<file path="config.mk">
export PLATFORM = sky130hd
export DESIGN_NAME = rle_packet_encoder_8bit
export DESIGN_NICKNAME = d
export VERILOG_FILES = /design/src/hdl/rle8_pkg.sv /design/src/hdl/rle8_pack.sv /design/src/hdl/rle_packet_encoder_8bit.sv
export SDC_FILE = /design/constraint.sdc
export NUM_CORES = 1
export LEC_CHECK = 0
export BUFFER_PORTS_ARGS = -buffer_cell sky130_fd_sc_hd__buf_4
export CAP_MARGIN = 20
export CORE_MARGIN = 4
export CORE_UTILIZATION = 28
export DETAILED_ROUTE_END_ITERATION = 12
export PLACE_DENSITY = 0.52
export SLEW_MARGIN = 5
export SYNTH_ARGS = -nofsm -noshare
export SYNTH_HDL_FRONTEND = slang
export SYNTH_SLANG_ARGS = --single-unit
</file>
<file path="constraint.sdc">
create_clock -name clk -period 6.9 [get_ports clk]
set_input_delay 0.345 -clock clk [delete_from_list [all_inputs] [get_ports clk]]
set_output_delay 0.345 -clock clk [all_outputs]
set_load 0.02 [all_outputs]
</file>
<file path="src/hdl/rle8_pkg.sv">
`timescale 1ns / 1ps
// ----------------------------------------------------------------------------
// rle8_pkg
// Shared types and constants for the 8-bit run-length packet encoder.
// ----------------------------------------------------------------------------
package rle8_pkg;

    localparam int CFG_W   = 16;   // configuration register width
    localparam int PIX_W   = 8;    // pixel and encoded byte width
    localparam int LEN_W   = 8;    // packet length counters, 0..128
    localparam int ADDR_W  = 7;    // literal store address
    localparam int DEPTH   = 128;  // literal store entries
    localparam int BCNT_W  = 3;    // byte_count width

    localparam logic [LEN_W-1:0] MAX_PACKET  = 8'h80;
    localparam logic [LEN_W-1:0] REPEAT_BIAS = 8'h7F;

    // configuration register indexes
    typedef enum logic {
        REG_LINE_WIDTH = 1'b0,
        REG_LINE_COUNT = 1'b1
    } cfg_reg_t;

    // byte issue sequencer phases
    typedef enum logic [1:0] {
        PH_IDLE,
        PH_HDR,
        PH_MEM,
        PH_TAIL
    } phase_t;

    // one packet to emit: header, cnt bytes from the literal store, optional tail byte
    typedef struct packed {
        logic              present;
        logic [PIX_W-1:0]  hdr;
        logic [LEN_W-1:0]  cnt;
        logic              tail;
        logic [PIX_W-1:0]  tail_byte;
    } seg_t;

    // one encoded byte handed to the group packer
    typedef struct packed {
        logic              vld;
        logic [PIX_W-1:0]  data;
        logic              last;
        logic              row_end;
        logic              img_end;
    } lane_byte_t;

endpackage

</file>
<file path="src/hdl/rle8_pack.sv">
`timescale 1ns / 1ps
// ----------------------------------------------------------------------------
// rle8_pack
// Packs the encoded byte stream into groups of up to four bytes and holds
// each finished group in the output register.
// ----------------------------------------------------------------------------
module rle8_pack #(
    parameter int OUT_LANES = 4
) (
    input  logic                            clk,
    input  logic                            rst_n,
    input  rle8_pkg::lane_byte_t            lane,
    output logic                            advance,
    output logic                            out_valid,
    input  logic                            out_stall,
    output logic [rle8_pkg::PIX_W-1:0]      byte_0,
    output logic [rle8_pkg::PIX_W-1:0]      byte_1,
    output logic [rle8_pkg::PIX_W-1:0]      byte_2,
    output logic [rle8_pkg::PIX_W-1:0]      byte_3,
    output logic [rle8_pkg::BCNT_W-1:0]     byte_count,
    output logic                            last_of_step,
    output logic                            row_done,
    output logic                            image_done
);
    import rle8_pkg::*;

    localparam int LANES = (OUT_LANES < 1) ? 1 : ((OUT_LANES > 4) ? 4 : OUT_LANES);
    localparam logic [1:0] LAST_LANE = 2'(LANES - 1);

    logic [PIX_W-1:0]  grp_reg [0:2];
    logic [1:0]        grp_cnt_reg;

    logic              out_valid_reg;
    logic [PIX_W-1:0]  b0_reg, b1_reg, b2_reg, b3_reg;
    logic [BCNT_W-1:0] count_reg;
    logic              last_reg, row_reg, img_reg;

    logic              completes;
    logic              take;
    logic [PIX_W-1:0]  b0_next, b1_next, b2_next, b3_next;

    assign completes = lane.vld && (lane.last || (grp_cnt_reg == LAST_LANE));
    // hold the byte when it closes a group and the output register stays full
    assign advance   = !(completes && out_valid_reg && out_stall);
    assign take      = lane.vld && advance;

    always_comb
    begin
        b0_next = (grp_cnt_reg == 2'd0) ? lane.data : grp_reg[0];
        b1_next = (grp_cnt_reg == 2'd1) ? lane.data :
                  ((grp_cnt_reg > 2'd1) ? grp_reg[1] : '0);
        b2_next = (grp_cnt_reg == 2'd2) ? lane.data :
                  ((grp_cnt_reg > 2'd2) ? grp_reg[2] : '0);
        b3_next = (grp_cnt_reg == 2'd3) ? lane.data : '0;
    end

    always_ff @(posedge clk or negedge rst_n)
    begin
        if (!rst_n)
        begin
            grp_cnt_reg   <= '0;
            out_valid_reg <= 1'b0;
        end
        else
        begin
            if (take && completes)
            begin
                grp_cnt_reg   <= '0;
                out_valid_reg <= 1'b1;
            end
            else
            begin
                if (take)
                begin
                    grp_cnt_reg <= grp_cnt_reg + 2'd1;
                end
                if (out_valid_reg && !out_stall)
                begin
                    out_valid_reg <= 1'b0;
                end
            end
        end
    end

    always_ff @(posedge clk)
    begin
        if (take && !completes)
        begin
            grp_reg[grp_cnt_reg] <= lane.data;
        end
        if (take && completes)
        begin
            b0_reg    <= b0_next;
            b1_reg    <= b1_next;
            b2_reg    <= b2_next;
            b3_reg    <= b3_next;
            count_reg <= BCNT_W'(grp_cnt_reg) + 3'd1;
            last_reg  <= lane.last;
            row_reg   <= lane.last && lane.row_end;
            img_reg   <= lane.last && lane.img_end;
        end
    end

    assign out_valid    = out_valid_reg;
    assign byte_0       = b0_reg;
    assign byte_1       = b1_reg;
    assign byte_2       = b2_reg;
    assign byte_3       = b3_reg;
    assign byte_count   = count_reg;
    assign last_of_step = last_reg;
    assign row_done     = row_reg;
    assign image_done   = img_reg;

`ifndef SYNTH
    a_count_range: assert property (@(posedge clk) disable iff (!rst_n)
        out_valid_reg |-> (count_reg >= 3'd1) && (count_reg <= BCNT_W'(LANES)))
        else $error("byte_count out of range");

    a_img_row: assert property (@(posedge clk) disable iff (!rst_n)
        (out_valid_reg && img_reg) |-> row_reg)
        else $error("image_done without row_done");

    a_row_last: assert property (@(posedge clk) disable iff (!rst_n)
        (out_valid_reg && row_reg) |-> last_reg)
        else $error("row_done on a group that is not last of its item");

    a_partial_last: assert property (@(posedge clk) disable iff (!rst_n)
        (out_valid_reg && (count_reg != BCNT_W'(LANES))) |-> last_reg)
        else $error("short group that is not last of its item");
`endif

endmodule

</file>
<file path="src/hdl/rle_packet_encoder_8bit.sv">
`timescale 1ns / 1ps
// ----------------------------------------------------------------------------
// rle_packet_encoder_8bit
// Row-wise run-length packet encoder for 8-bit pixels, literal and repeat
// packets, output packed into groups of up to four bytes.
// ----------------------------------------------------------------------------
// Usage:
//   Pixels enter on the in_valid / in_stall channel in row-major order.
//   Encoded packet bytes leave on the out_valid / out_stall channel, up to
//   OUT_LANES bytes per item with byte_count and the last_of_step, row_done
//   and image_done markers on the final group of each pixel.
//   Width and row count are written through cfg_write / cfg_index / cfg_data
//   while the encoder is idle.
// Throughput:
//   A pixel that closes no packet frees the input for the next pixel. A
//   pixel that closes packets holds the input until its bytes have passed
//   the data stage: literal bytes leave the 128-entry literal store at one
//   byte per cycle through its single read port, unless the output stall
//   holds the byte issue; header and tail bytes come from the sequencer. A
//   full literal flush is 129 bytes.
// Reset and stalls:
//   Reset clears the packet state and sets both sizes to 256; the literal
//   store is not cleared. An output stall holds the finished group; new bytes
//   keep collecting until the next group is complete, then the byte issue
//   pauses, and no pixel is taken until all bytes of the last one are out.
// ----------------------------------------------------------------------------
module rle_packet_encoder_8bit #(
    parameter int SIZE_BITS = 16,
    parameter int OUT_LANES = 4
) (
    input  logic                            clk,
    input  logic                            rst_n,
    input  logic                            cfg_write,
    input  logic                            cfg_index,
    input  logic [rle8_pkg::CFG_W-1:0]      cfg_data,
    input  logic                            in_valid,
    output logic                            in_stall,
    input  logic [rle8_pkg::PIX_W-1:0]      pixel,
    output logic                            out_valid,
    input  logic                            out_stall,
    output logic [rle8_pkg::PIX_W-1:0]      byte_0,
    output logic [rle8_pkg::PIX_W-1:0]      byte_1,
    output logic [rle8_pkg::PIX_W-1:0]      byte_2,
    output logic [rle8_pkg::PIX_W-1:0]      byte_3,
    output logic [rle8_pkg::BCNT_W-1:0]     byte_count,
    output logic                            last_of_step,
    output logic                            row_done,
    output logic                            image_done
);
    import rle8_pkg::*;

    localparam logic [CFG_W-1:0] SIZE_MASK = CFG_W'((32'd1 << SIZE_BITS) - 32'd1);
    localparam logic [CFG_W-1:0] SIZE_RESET = 16'd256;

    // configuration
    logic [CFG_W-1:0]     line_width_reg, line_count_reg;

    // packet state
    logic                 mode_reg, mode_next;
    logic [LEN_W-1:0]     lit_len_reg, lit_len_next;
    logic [LEN_W-1:0]     rep_len_reg, rep_len_next;
    logic [PIX_W-1:0]     prev_reg, prev_next;
    logic [SIZE_BITS-1:0] col_reg, row_reg;

    // byte issue sequencer
    phase_t               phase_reg, phase_next;
    logic                 seg_sel_reg, seg_sel_next;
    logic [LEN_W-1:0]     idx_reg, idx_next;
    seg_t                 seg1_reg, seg2_reg;
    seg_t                 seg1_c, seg2_c, cur;
    logic [PIX_W-1:0]     pix_reg;
    logic                 wr_pend_reg;
    logic [ADDR_W-1:0]    wr_addr_reg;
    logic                 row_end_reg, img_end_reg;

    // data stage between issue and packer
    logic                 s2_vld_reg, s2_mem_reg, s2_last_reg;
    logic [PIX_W-1:0]     s2_data_reg;

    // literal store
    logic [PIX_W-1:0]     lit_mem [0:DEPTH-1];
    logic [PIX_W-1:0]     mem_q_reg;
    logic                 mem_we;
    logic [ADDR_W-1:0]    mem_waddr;
    logic [PIX_W-1:0]     mem_wdata;

    logic                 accept;
    logic                 advance;
    logic                 row_end_c, img_end_c, has_bytes;
    logic                 wr_now;
    logic [ADDR_W-1:0]    wr_addr_c;
    logic [CFG_W-1:0]     width_eff, count_eff;
    logic [SIZE_BITS:0]   col_inc, row_inc;
    logic                 issue_vld, issue_mem, issue_last;
    logic [PIX_W-1:0]     issue_data;
    lane_byte_t           lane;

    assign in_stall = !((phase_reg == PH_IDLE) && !s2_vld_reg);
    assign accept   = in_valid && !in_stall;

    // ------------------------------------------------------------------
    // packet decision for the incoming pixel
    // ------------------------------------------------------------------
    always_comb
    begin
        width_eff = (line_width_reg == '0) ? CFG_W'(1) : line_width_reg;
        count_eff = (line_count_reg == '0) ? CFG_W'(1) : line_count_reg;
        col_inc   = {1'b0, col_reg} + (SIZE_BITS+1)'(1);
        row_inc   = {1'b0, row_reg} + (SIZE_BITS+1)'(1);
        row_end_c = ((CFG_W+1)'(col_inc) >= {1'b0, width_eff});
        img_end_c = row_end_c && ((CFG_W+1)'(row_inc) >= {1'b0, count_eff});

        mode_next    = mode_reg;
        lit_len_next = lit_len_reg;
        rep_len_next = rep_len_reg;
        prev_next    = prev_reg;
        seg1_c       = '0;
        wr_now       = 1'b0;
        wr_addr_c    = '0;

        if (col_reg == '0)
        begin
            mode_next    = 1'b0;
            lit_len_next = LEN_W'(1);
            prev_next    = pixel;
            wr_now       = 1'b1;
        end
        else if (!mode_reg)
        begin
            if (lit_len_reg >= MAX_PACKET)
            begin
                // full literal goes out, pixel opens a new one
                seg1_c.present = 1'b1;
                seg1_c.hdr     = MAX_PACKET - 8'd1;
                seg1_c.cnt     = MAX_PACKET;
                lit_len_next   = LEN_W'(1);
                prev_next      = pixel;
                wr_now         = 1'b1;
            end
            else if (pixel != prev_reg)
            begin
                lit_len_next = lit_len_reg + 8'd1;
                prev_next    = pixel;
                wr_now       = 1'b1;
                wr_addr_c    = lit_len_reg[ADDR_W-1:0];
            end
            else
            begin
                // previous pixel leaves the literal and starts a run of two
                if (lit_len_reg > 8'd1)
                begin
                    seg1_c.present = 1'b1;
                    seg1_c.hdr     = lit_len_reg - 8'd2;
                    seg1_c.cnt     = lit_len_reg - 8'd1;
                end
                lit_len_next = '0;
                rep_len_next = LEN_W'(2);
                mode_next    = 1'b1;
                prev_next    = pixel;
            end
        end
        else
        begin
            if ((rep_len_reg >= MAX_PACKET) || (pixel != prev_reg))
            begin
                seg1_c.present   = 1'b1;
                seg1_c.hdr       = rep_len_reg + REPEAT_BIAS;
                seg1_c.tail      = 1'b1;
                seg1_c.tail_byte = prev_reg;
                mode_next        = 1'b0;
                lit_len_next     = LEN_W'(1);
                prev_next        = pixel;
                wr_now           = 1'b1;
            end
            else
            begin
                rep_len_next = rep_len_reg + 8'd1;
            end
        end

        // row end flushes the open packet; a literal's newest pixel is the tail
        seg2_c           = '0;
        seg2_c.present   = row_end_c;
        seg2_c.tail      = 1'b1;
        if (mode_next)
        begin
            seg2_c.hdr       = rep_len_next + REPEAT_BIAS;
            seg2_c.tail_byte = prev_next;
        end
        else
        begin
            seg2_c.hdr       = lit_len_next - 8'd1;
            seg2_c.cnt       = lit_len_next - 8'd1;
            seg2_c.tail_byte = pixel;
        end

        has_bytes = seg1_c.present || row_end_c;
    end

    // ------------------------------------------------------------------
    // byte issue sequencer
    // ------------------------------------------------------------------
    always_ff @(posedge clk or negedge rst_n)
    begin
        if (!rst_n)
        begin
            phase_reg   <= PH_IDLE;
            seg_sel_reg <= 1'b0;
            idx_reg     <= '0;
        end
        else
        begin
            phase_reg   <= phase_next;
            seg_sel_reg <= seg_sel_next;
            idx_reg     <= idx_next;
        end
    end

    always_comb
    begin
        cur          = seg_sel_reg ? seg2_reg : seg1_reg;
        phase_next   = phase_reg;
        seg_sel_next = seg_sel_reg;
        idx_next     = idx_reg;
        issue_vld    = 1'b0;
        issue_mem    = 1'b0;
        issue_last   = 1'b0;
        issue_data   = cur.tail_byte;

        case (phase_reg)
            PH_IDLE:
            begin
                if (accept && has_bytes)
                begin
                    phase_next   = PH_HDR;
                    seg_sel_next = !seg1_c.present;
                end
            end
            PH_HDR:
            begin
                issue_vld  = 1'b1;
                issue_data = cur.hdr;
                if (cur.cnt != '0)
                begin
                    phase_next = PH_MEM;
                    idx_next   = '0;
                end
                else if (cur.tail)
                begin
                    phase_next = PH_TAIL;
                end
                else
                begin
                    issue_last = seg_sel_reg || !seg2_reg.present;
                end
            end
            PH_MEM:
            begin
                issue_vld = 1'b1;
                issue_mem = 1'b1;
                if (idx_reg == cur.cnt - 8'd1)
                begin
                    if (cur.tail)
                    begin
                        phase_next = PH_TAIL;
                    end
                    else
                    begin
                        issue_last = seg_sel_reg || !seg2_reg.present;
                    end
                end
                else
                begin
                    idx_next = idx_reg + 8'd1;
                end
            end
            PH_TAIL:
            begin
                issue_vld  = 1'b1;
                issue_last = seg_sel_reg || !seg2_reg.present;
            end
            default:
            begin
                phase_next = PH_IDLE;
            end
        endcase

        // end of a packet: move to the row-end flush or finish
        if (issue_vld && (phase_next == phase_reg || phase_reg == PH_TAIL ||
            (phase_reg == PH_HDR && cur.cnt == '0 && !cur.tail)) &&
            !(phase_reg == PH_MEM && idx_reg != cur.cnt - 8'd1))
        begin
            if (issue_last)
            begin
                phase_next = PH_IDLE;
            end
            else
            begin
                seg_sel_next = 1'b1;
                phase_next   = PH_HDR;
            end
        end

        if (issue_vld && !advance)
        begin
            phase_next   = phase_reg;
            seg_sel_next = seg_sel_reg;
            idx_next     = idx_reg;
        end
    end

    // ------------------------------------------------------------------
    // state registers
    // ------------------------------------------------------------------
    always_ff @(posedge clk or negedge rst_n)
    begin
        if (!rst_n)
        begin
            line_width_reg <= SIZE_RESET;
            line_count_reg <= SIZE_RESET;
            mode_reg       <= 1'b0;
            lit_len_reg    <= '0;
            rep_len_reg    <= '0;
            prev_reg       <= '0;
            col_reg        <= '0;
            row_reg        <= '0;
            wr_pend_reg    <= 1'b0;
            s2_vld_reg     <= 1'b0;
        end
        else
        begin
            if (cfg_write && (cfg_index == REG_LINE_WIDTH))
            begin
                line_width_reg <= cfg_data & SIZE_MASK;
            end
            if (cfg_write && (cfg_index == REG_LINE_COUNT))
            begin
                line_count_reg <= cfg_data & SIZE_MASK;
            end

            if (accept)
            begin
                mode_reg    <= mode_next;
                lit_len_reg <= lit_len_next;
                rep_len_reg <= rep_len_next;
                prev_reg    <= prev_next;
                wr_pend_reg <= wr_now && has_bytes;
                if (row_end_c)
                begin
                    col_reg <= '0;
                    row_reg <= img_end_c ? '0 : row_inc[SIZE_BITS-1:0];
                end
                else
                begin
                    col_reg <= col_inc[SIZE_BITS-1:0];
                end
            end
            else if (issue_last && advance)
            begin
                wr_pend_reg <= 1'b0;
            end

            if (advance)
            begin
                s2_vld_reg <= issue_vld;
            end
        end
    end

    always_ff @(posedge clk)
    begin
        if (accept)
        begin
            seg1_reg    <= seg1_c;
            seg2_reg    <= seg2_c;
            pix_reg     <= pixel;
            wr_addr_reg <= wr_addr_c;
            row_end_reg <= row_end_c;
            img_end_reg <= img_end_c;
        end
        if (advance)
        begin
            s2_mem_reg  <= issue_mem;
            s2_data_reg <= issue_data;
            s2_last_reg <= issue_last;
        end
    end

    // ------------------------------------------------------------------
    // literal store: the new pixel is written after all reads of the item
    // ------------------------------------------------------------------
    always_comb
    begin
        if (accept)
        begin
            mem_we    = wr_now && !has_bytes;
            mem_waddr = wr_addr_c;
            mem_wdata = pixel;
        end
        else
        begin
            mem_we    = wr_pend_reg && issue_last && advance;
            mem_waddr = wr_addr_reg;
            mem_wdata = pix_reg;
        end
    end

    always_ff @(posedge clk)
    begin
        if (mem_we)
        begin
            lit_mem[mem_waddr] <= mem_wdata;
        end
        if (issue_mem && advance)
        begin
            mem_q_reg <= lit_mem[idx_reg[ADDR_W-1:0]];
        end
    end

    assign lane.vld     = s2_vld_reg;
    assign lane.data    = s2_mem_reg ? mem_q_reg : s2_data_reg;
    assign lane.last    = s2_last_reg;
    assign lane.row_end = row_end_reg;
    assign lane.img_end = img_end_reg;

    rle8_pack #(
        .OUT_LANES (OUT_LANES)
    ) u_pack (
        .clk          (clk),
        .rst_n        (rst_n),
        .lane         (lane),
        .advance      (advance),
        .out_valid    (out_valid),
        .out_stall    (out_stall),
        .byte_0       (byte_0),
        .byte_1       (byte_1),
        .byte_2       (byte_2),
        .byte_3       (byte_3),
        .byte_count   (byte_count),
        .last_of_step (last_of_step),
        .row_done     (row_done),
        .image_done   (image_done)
    );

`ifndef SYNTH
    a_lit_len: assert property (@(posedge clk) disable iff (!rst_n)
        lit_len_reg <= MAX_PACKET)
        else $error("literal length above packet limit");

    a_rep_len: assert property (@(posedge clk) disable iff (!rst_n)
        mode_reg |-> (rep_len_reg >= 8'd2) && (rep_len_reg <= MAX_PACKET))
        else $error("repeat length out of range in repeat mode");

    a_mem_idx: assert property (@(posedge clk) disable iff (!rst_n)
        (phase_reg == PH_MEM) |-> (idx_reg < cur.cnt))
        else $error("literal read beyond packet length");

    a_quiet_item: assert property (@(posedge clk) disable iff (!rst_n)
        (accept && !has_bytes) |=> !in_stall)
        else $error("item without bytes did not free the input");

    a_wr_pend: assert property (@(posedge clk) disable iff (!rst_n)
        (phase_reg == PH_IDLE && !s2_vld_reg) |-> !wr_pend_reg)
        else $error("pending store write left at idle");
`endif

endmodule

</file>
# Word level (Yosys, flattened, before mapping)
# Memories as Yosys holds them, arrays and structs flattened. A register that Yosys moved wholly into a read port is not among the register bits.
# Cells that the tools add are included.
[classes] add_sub_neg=13 n_mul=0 n_div=0 order_cmp=7 eq_ne=12 shifts=0 mux=83 n_bitwise=5 reduce_logical=61
[op_table] cell="$mux 8" n=26
[op_table] cell="$mux 16" n=4
[op_table] cell="$mux 17" n=3
[op_table] cell="$logic_not 16->1" n=3
[op_table] cell="$mux 9" n=4
[op_table] cell="$mux 7" n=5
[op_table] cell="$add 16x1->17 const B" n=2
[op_table] cell="$ge 17x16->1" n=2
[op_table] cell="$mux 1" n=29
[op_table] cell="$logic_and 1x1->1" n=27
[op_table] cell="$mux 26" n=1
[op_table] cell="$mux 25" n=1
[op_table] cell="$add 8x1->8 const B" n=3
[op_table] cell="$sub 8x1->8 const B" n=3
[op_table] cell="$add 8x7->8 const B" n=2
[op_table] cell="$ge 8x8->1 const B" n=2
[op_table] cell="$ne 8x8->1" n=2
[op_table] cell="$pmux 8 s2" n=1
[op_table] cell="$mux 2" n=7
[op_table] cell="$logic_not 1->1" n=10
[op_table] cell="$eq 2x2->1 const B" n=4
[op_table] cell="$eq 8x8->1" n=1
[op_table] cell="$gt 8x1->1 const B" n=1
[op_table] cell="$logic_not 8->1" n=1
[op_table] cell="other kinds (20)" n=37
[totals] regBits=219 latch_bits=0 ram_bits=1048 rom_bits=0 inputBits=30 output_inout_bits=40 memories=2
[mem_list] memory="lit_mem" depth=128 width=8 rd=1 rd_ports_with_merged_regs=1 write_ports=1 line_no="rle_packet_encoder_8bit.sv:81" source="logic [PIX_W-1:0] lit_mem [0:DEPTH-1];"
[mem_list] memory="u_pack.grp_reg" depth=3 width=8 rd=3 rd_ports_with_merged_regs=0 write_ports=1 line_no="rle8_pack.sv:30" source="logic [PIX_W-1:0] grp_reg [0:2];"

# Depth between registers and ports, before layout
[logic_depth] depth_word=16 mapped_depth=20

# Cells and area by module
# A second synthesis with hierarchy kept.
[unflattened] cells_unflattened=2887 area_unflattened_um2=52839.4
[by_module_without_submodules] module="rle_packet_encoder_8bit" instances=1 cells_each=2747 area_each_um2=50374.6 seq_area_each_um2=35676.7
[by_module_without_submodules] module="rle8_pack" instances=1 cells_each=140 area_each_um2=2464.9 seq_area_each_um2=1936.9

# Worst setup path before layout
# No wires, ideal clock.
[synth_path] path_type="flip-flop to flip-flop" startpoint="register phase_reg[0]" endpoint="memory lit_mem[0][4] (data pin)" arrival_time_ps=5189 slack_ps=1196 path_stages_with_launch=11 n_path_buf=3 cell_sequence="dfrtp_1 inv_1 ha_1 nand2b_1 or2_2 clkbuf_1 inv_1 clkbuf_1 clkbuf_1 nand2_1 nand2_1"
[synth_between] elab_chain_len=4
[synth_rtl] element="from (decl)" line_no="rle_packet_encoder_8bit.sv:66" source="phase_t phase_reg, phase_next;"
[synth_rtl] element="from (signal assigned)" line_no="rle_packet_encoder_8bit.sv:213" source="phase_reg <= phase_next;"
[synth_rtl] element="$logic_not 2->1" line_no="rle_packet_encoder_8bit.sv:98" source="assign in_stall = !((phase_reg == PH_IDLE) && !s2_vld_reg);"
[synth_rtl] element="$logic_and 1x1->1" line_no="rle_packet_encoder_8bit.sv:98"
[synth_rtl] element="$logic_and 1x1->1" line_no="rle_packet_encoder_8bit.sv:99" source="assign accept = in_valid && !in_stall;"
[synth_rtl] element="named net accept" line_no="rle_packet_encoder_8bit.sv:87" source="logic accept;"
[synth_rtl] element="$mux 8"
[synth_rtl] element="named net mem_wdata[4]" line_no="rle_packet_encoder_8bit.sv:85" source="logic [PIX_W-1:0] mem_wdata;"
[synth_rtl] element="to (decl)" line_no="rle_packet_encoder_8bit.sv:81"
# The timed path passes the listed nets, and every way through them passes these cells.

# Final worst setup path
[layout_path] startpoint="register col_reg[0]" endpoint="memory lit_mem[70][4] (enable)"
[layout_between] elab_chain_len=8 word_cells_on_any_way=13 cone_classes="add/sub (1); order compare (1); mux (7); reduce/logical (4)"
[layout_rtl] element="from (decl)" line_no="rle_packet_encoder_8bit.sv:63" source="logic [SIZE_BITS-1:0] col_reg, row_reg;"
[layout_rtl] element="from (signal assigned)" line_no="rle_packet_encoder_8bit.sv:355" source="col_reg <= col_inc[SIZE_BITS-1:0];"
[layout_rtl] element="$add 16x1->17 / $logic_not 16->1 (equally long branches)" line_no="rle_packet_encoder_8bit.sv:108, rle_packet_encoder_8bit.sv:121"
[layout_rtl] element="$ge 17x16->1 / $mux 26 (equally long branches)" line_no="rle_packet_encoder_8bit.sv:110, rle_packet_encoder_8bit.sv:121"
[layout_rtl] element="$logic_or 1x1->1" line_no="rle_packet_encoder_8bit.sv:197" source="has_bytes = seg1_c.present || row_end_c;"
[layout_rtl] element="$logic_not 1->1" line_no="rle_packet_encoder_8bit.sv:396" source="mem_we = wr_now && !has_bytes;"
[layout_rtl] element="$logic_and 1x1->1" line_no="rle_packet_encoder_8bit.sv:396"
[layout_rtl] element="$mux 1" line_no="rle_packet_encoder_8bit.sv:394" source="if (accept)"
[layout_rtl] element="$mux 1" line_no="rle_packet_encoder_8bit.sv:410" source="if (mem_we)"
[layout_rtl] element="$mux 1 (implied by the code)" line_no="rle_packet_encoder_8bit.sv:412" source="lit_mem[mem_waddr] <= mem_wdata;"
# Several ways; a longest one is shown, not always the timed one.

==> impl_metrics.tcl <==
set metrics [dict create \
    fin_setup_tns_ns 0 \
    holdPathEnd "line_width_reg[9]" \
    vias 27600 \
    io_pins 70 \
    ys_types 68 \
    synth-main-ff-cell "edfxtp_1" \
    grt_pass1_vias 27700 \
    worst_ep_required_time_ns 7.26 \
    path_max_fanout 43 \
    tightest_slew_ns 1.14 \
    crit_arrival_ns 6.12 \
    postCtsSetupBuffers 0 \
    cts_root_buffer "clkbuf_16" \
    max_slew_margin 0.239 \
    total_power_mw 22.9 \
    final_common_cell "edfxtp_1" \
    min_period_over_period 0.834 \
    grt_use_total 0.135 \
    end_kind "register" \
    setup_viol 0 \
    die_h_um 442 \
    max_cap_violations 0 \
    port_buffers 69 \
    ir_worst_vdd_mv 0.397 \
    drc 0 \
    powerDensity_nw_per_um2 372 \
    grt_overflow 0 \
    synth_edf_count 1155 \
    layout_common_cells "edfxtp_1 (1155), mux4_2 (344), nand2_1 (196), nor3_1 (138), clkbuf_16 (138)" \
    p_leak_nw 19.8 \
    clock_skew_ns 0.0276 \
    clk_latency_ns 0.77 \
    final_util 0.331 \
    fin_cells 5646 \
    die_area_um2 195000 \
    antenna_found_initial 3 \
    max_freq_ghz 0.174 \
    rsz0062_at_grt "false" \
    start_util 0.283 \
    async_flop_share 0.0824 \
    status "finished clean" \
    synthesis.area_um2 52700 \
    finalHoldViolCount 0 \
    routabilityCongestion 0.823 \
    final_cell_area_um2 61600 \
    fillCellCount 17600 \
    synth_nets 2962 \
    htreeDepth 4 \
    worstRegToRegCells 16 \
    crit_type "reg -> reg" \
    fp.dieW_um 442 \
    grt_pass1_wl_um 197000 \
    cts.repair.resized 0 \
    clk_pin_slew_ns 0.06 \
    wl_per_cell_um 23.8 \
    layout_min_cycle_time_ns 5.75 \
    drt.antenna.violating_nets 0 \
    r2r_end "lit_mem[70][4]" \
    cp-start-kind "register" \
    num_rows 158 \
    ys_warn_count 0 \
    synth_seq_cells 1275 \
    place_inst 5317 \
    hold-path-cell-count 4 \
    worstHoldStart "cfg_write" \
    report.final.slew_viol_count 0 \
    drive_gt1_frac 0.262 \
    viasPerCell 4.88 \
    dpl_cell_area_um2 56400 \
    netlist_instances 2872 \
    wirelength_um 134000 \
    hp-class "in -> reg" \
    syn_area_per_cell_um2 18.3 \
    yosysSeqAreaShare 0.714 \
    cts_inserted_buffers 135 \
    hpwl_um 83200 \
    cts_tree "built" \
    first_iter_violations 2957 \
    ff2ff_setup_slack_ns 1.15 \
    largest_register_ffs 1024 \
    clock_sinks 1275 \
    first_pass_iters 5 \
    clock_path_buffers 3 \
    timing.rr.start "col_reg[0]" \
    layout.nets 3144 \
    core_um2 186000 \
    area_growth_pct 16.9 \
    grt_max_degree 130 \
]
==> Yosys cell counts (all sizes together), types with 12 or more instances <==
cell / number / area share
clkbuf: 122 / 0.0087
nor3: 149 / 0.015
nand4: 12 / 0.0014
a21oi: 26 / 0.0025
and3: 12 / 0.0014
dfxtp: 15 / 0.0057
a21o: 14 / 0.0020
buf: 48 / 0.0041
and2: 25 / 0.0030
mux2: 44 / 0.0094
ha: 60 / 0.014
inv: 55 / 0.0039
xor2: 32 / 0.0053
xnor2: 44 / 0.0073
nor4: 18 / 0.0021
a31oi: 13 / 0.0015
a22o: 22 / 0.0037
nand3: 46 / 0.0044
edfxtp: 1155 / 0.66
nor2: 82 / 0.0058
nand2: 205 / 0.015
o21ai: 92 / 0.0087
dfrtp: 103 / 0.049
mux4: 344 / 0.15
==> stage by stage <==
step	hold slack (ns)	worst slack (ns)
2_1_floorplan	0.0494	1.20
3_3_place_gp	0.486	1.20
4_1_cts	0.0256	1.07
5_1_grt	0.0698	0.736
6_report	0.0730	1.15
3_5_place_dp	0.503	1.10
==> final cells by class <==
type	instances	area [um^2]	share of cell area
multi-input cells	1372	14400	0.233
well taps	2480	3100	0.0504
clock buffers	165	3580	0.0582
repair buffers	215	1710	0.0278
flip-flops and latches	1275	37600	0.611
inverters	55	208	0.00337
diodes	2	5.00	0.0000813
clock inverters	82	970	0.0157
==> what timing repair did <==
item,in CTS,in global routing
hold buffers,26,1
hold endpoints to repair,104,3
setup endpoints to repair,0,0
==> routing by layer <==
layer  up-vias  share of wire  track usage
li1      11900              -            -
met1     14400           0.44        0.189
met2      1039           0.47        0.210
met3       185          0.073       0.0328
met4         0          0.021       0.0345
met5         -              0            0
==> logic make-up (layout without fill, tap and decap cells) <==
kind of cell | count (synthesis) | after routing | share of synthesized area
simple gates | 602 | 602 | 0.0552
mux | 398 | 398 | 0.158
fa+ha+maj | 60 | 60 | 0.0142
xor+xnor | 76 | 76 | 0.0126
compound gates | 236 | 236 | 0.0289
flops | 1275 | 1275 | 0.714
buf+inv | 225 | 517 | 0.0167
other cells | 0 | 2 | 0
==> report_power, final <==
part	internal, mW	total, mW	leakage (nW)	switching (mW)
clock network	4.34	7.42	2.23	3.08
registers	9.93	10.2	12.0	0.308
logic	1.67	5.25	5.58	3.57
total	16.0	22.9	19.8	6.96
==> worst max-delay path by stage <==
stage / startpoint / to / depth (start not counted) / slack, ns
6_report: col_reg[0] / lit_mem[70][4] / 16 / 1.15
5_1_grt: col_reg[0] / lit_mem[28][2] / 16 / 0.74
4_1_cts: col_reg[0] / lit_mem[18][2] / 16 / 1.07
3_5_place_dp: col_reg[0] / lit_mem[28][7] / 16 / 1.10
3_3_place_gp: col_reg[0] / lit_mem[70][4] / 16 / 1.20
2_1_floorplan: phase_reg[0] / lit_mem[0][4] / 10 / 1.20
==> worst max-delay path, cell delays in order, from the launching register on <==
cell     delay [ns]
dfrtp_1        0.44
ha_1           0.25
nand3_1        0.18
nor3_1         0.40
nand4_1        0.24
nor2_1         0.17
xor2_1         0.20
ha_1           0.27
a21o_1         0.17
a21o_1         0.18
a21oi_1        0.15
nand4_1        0.10
nand2_1        0.27
nand2_1        0.37
o22a_4         0.60
buf_4          0.40
nor3_1         0.94
No activity file was read; power rests on OpenSTA's default activity.
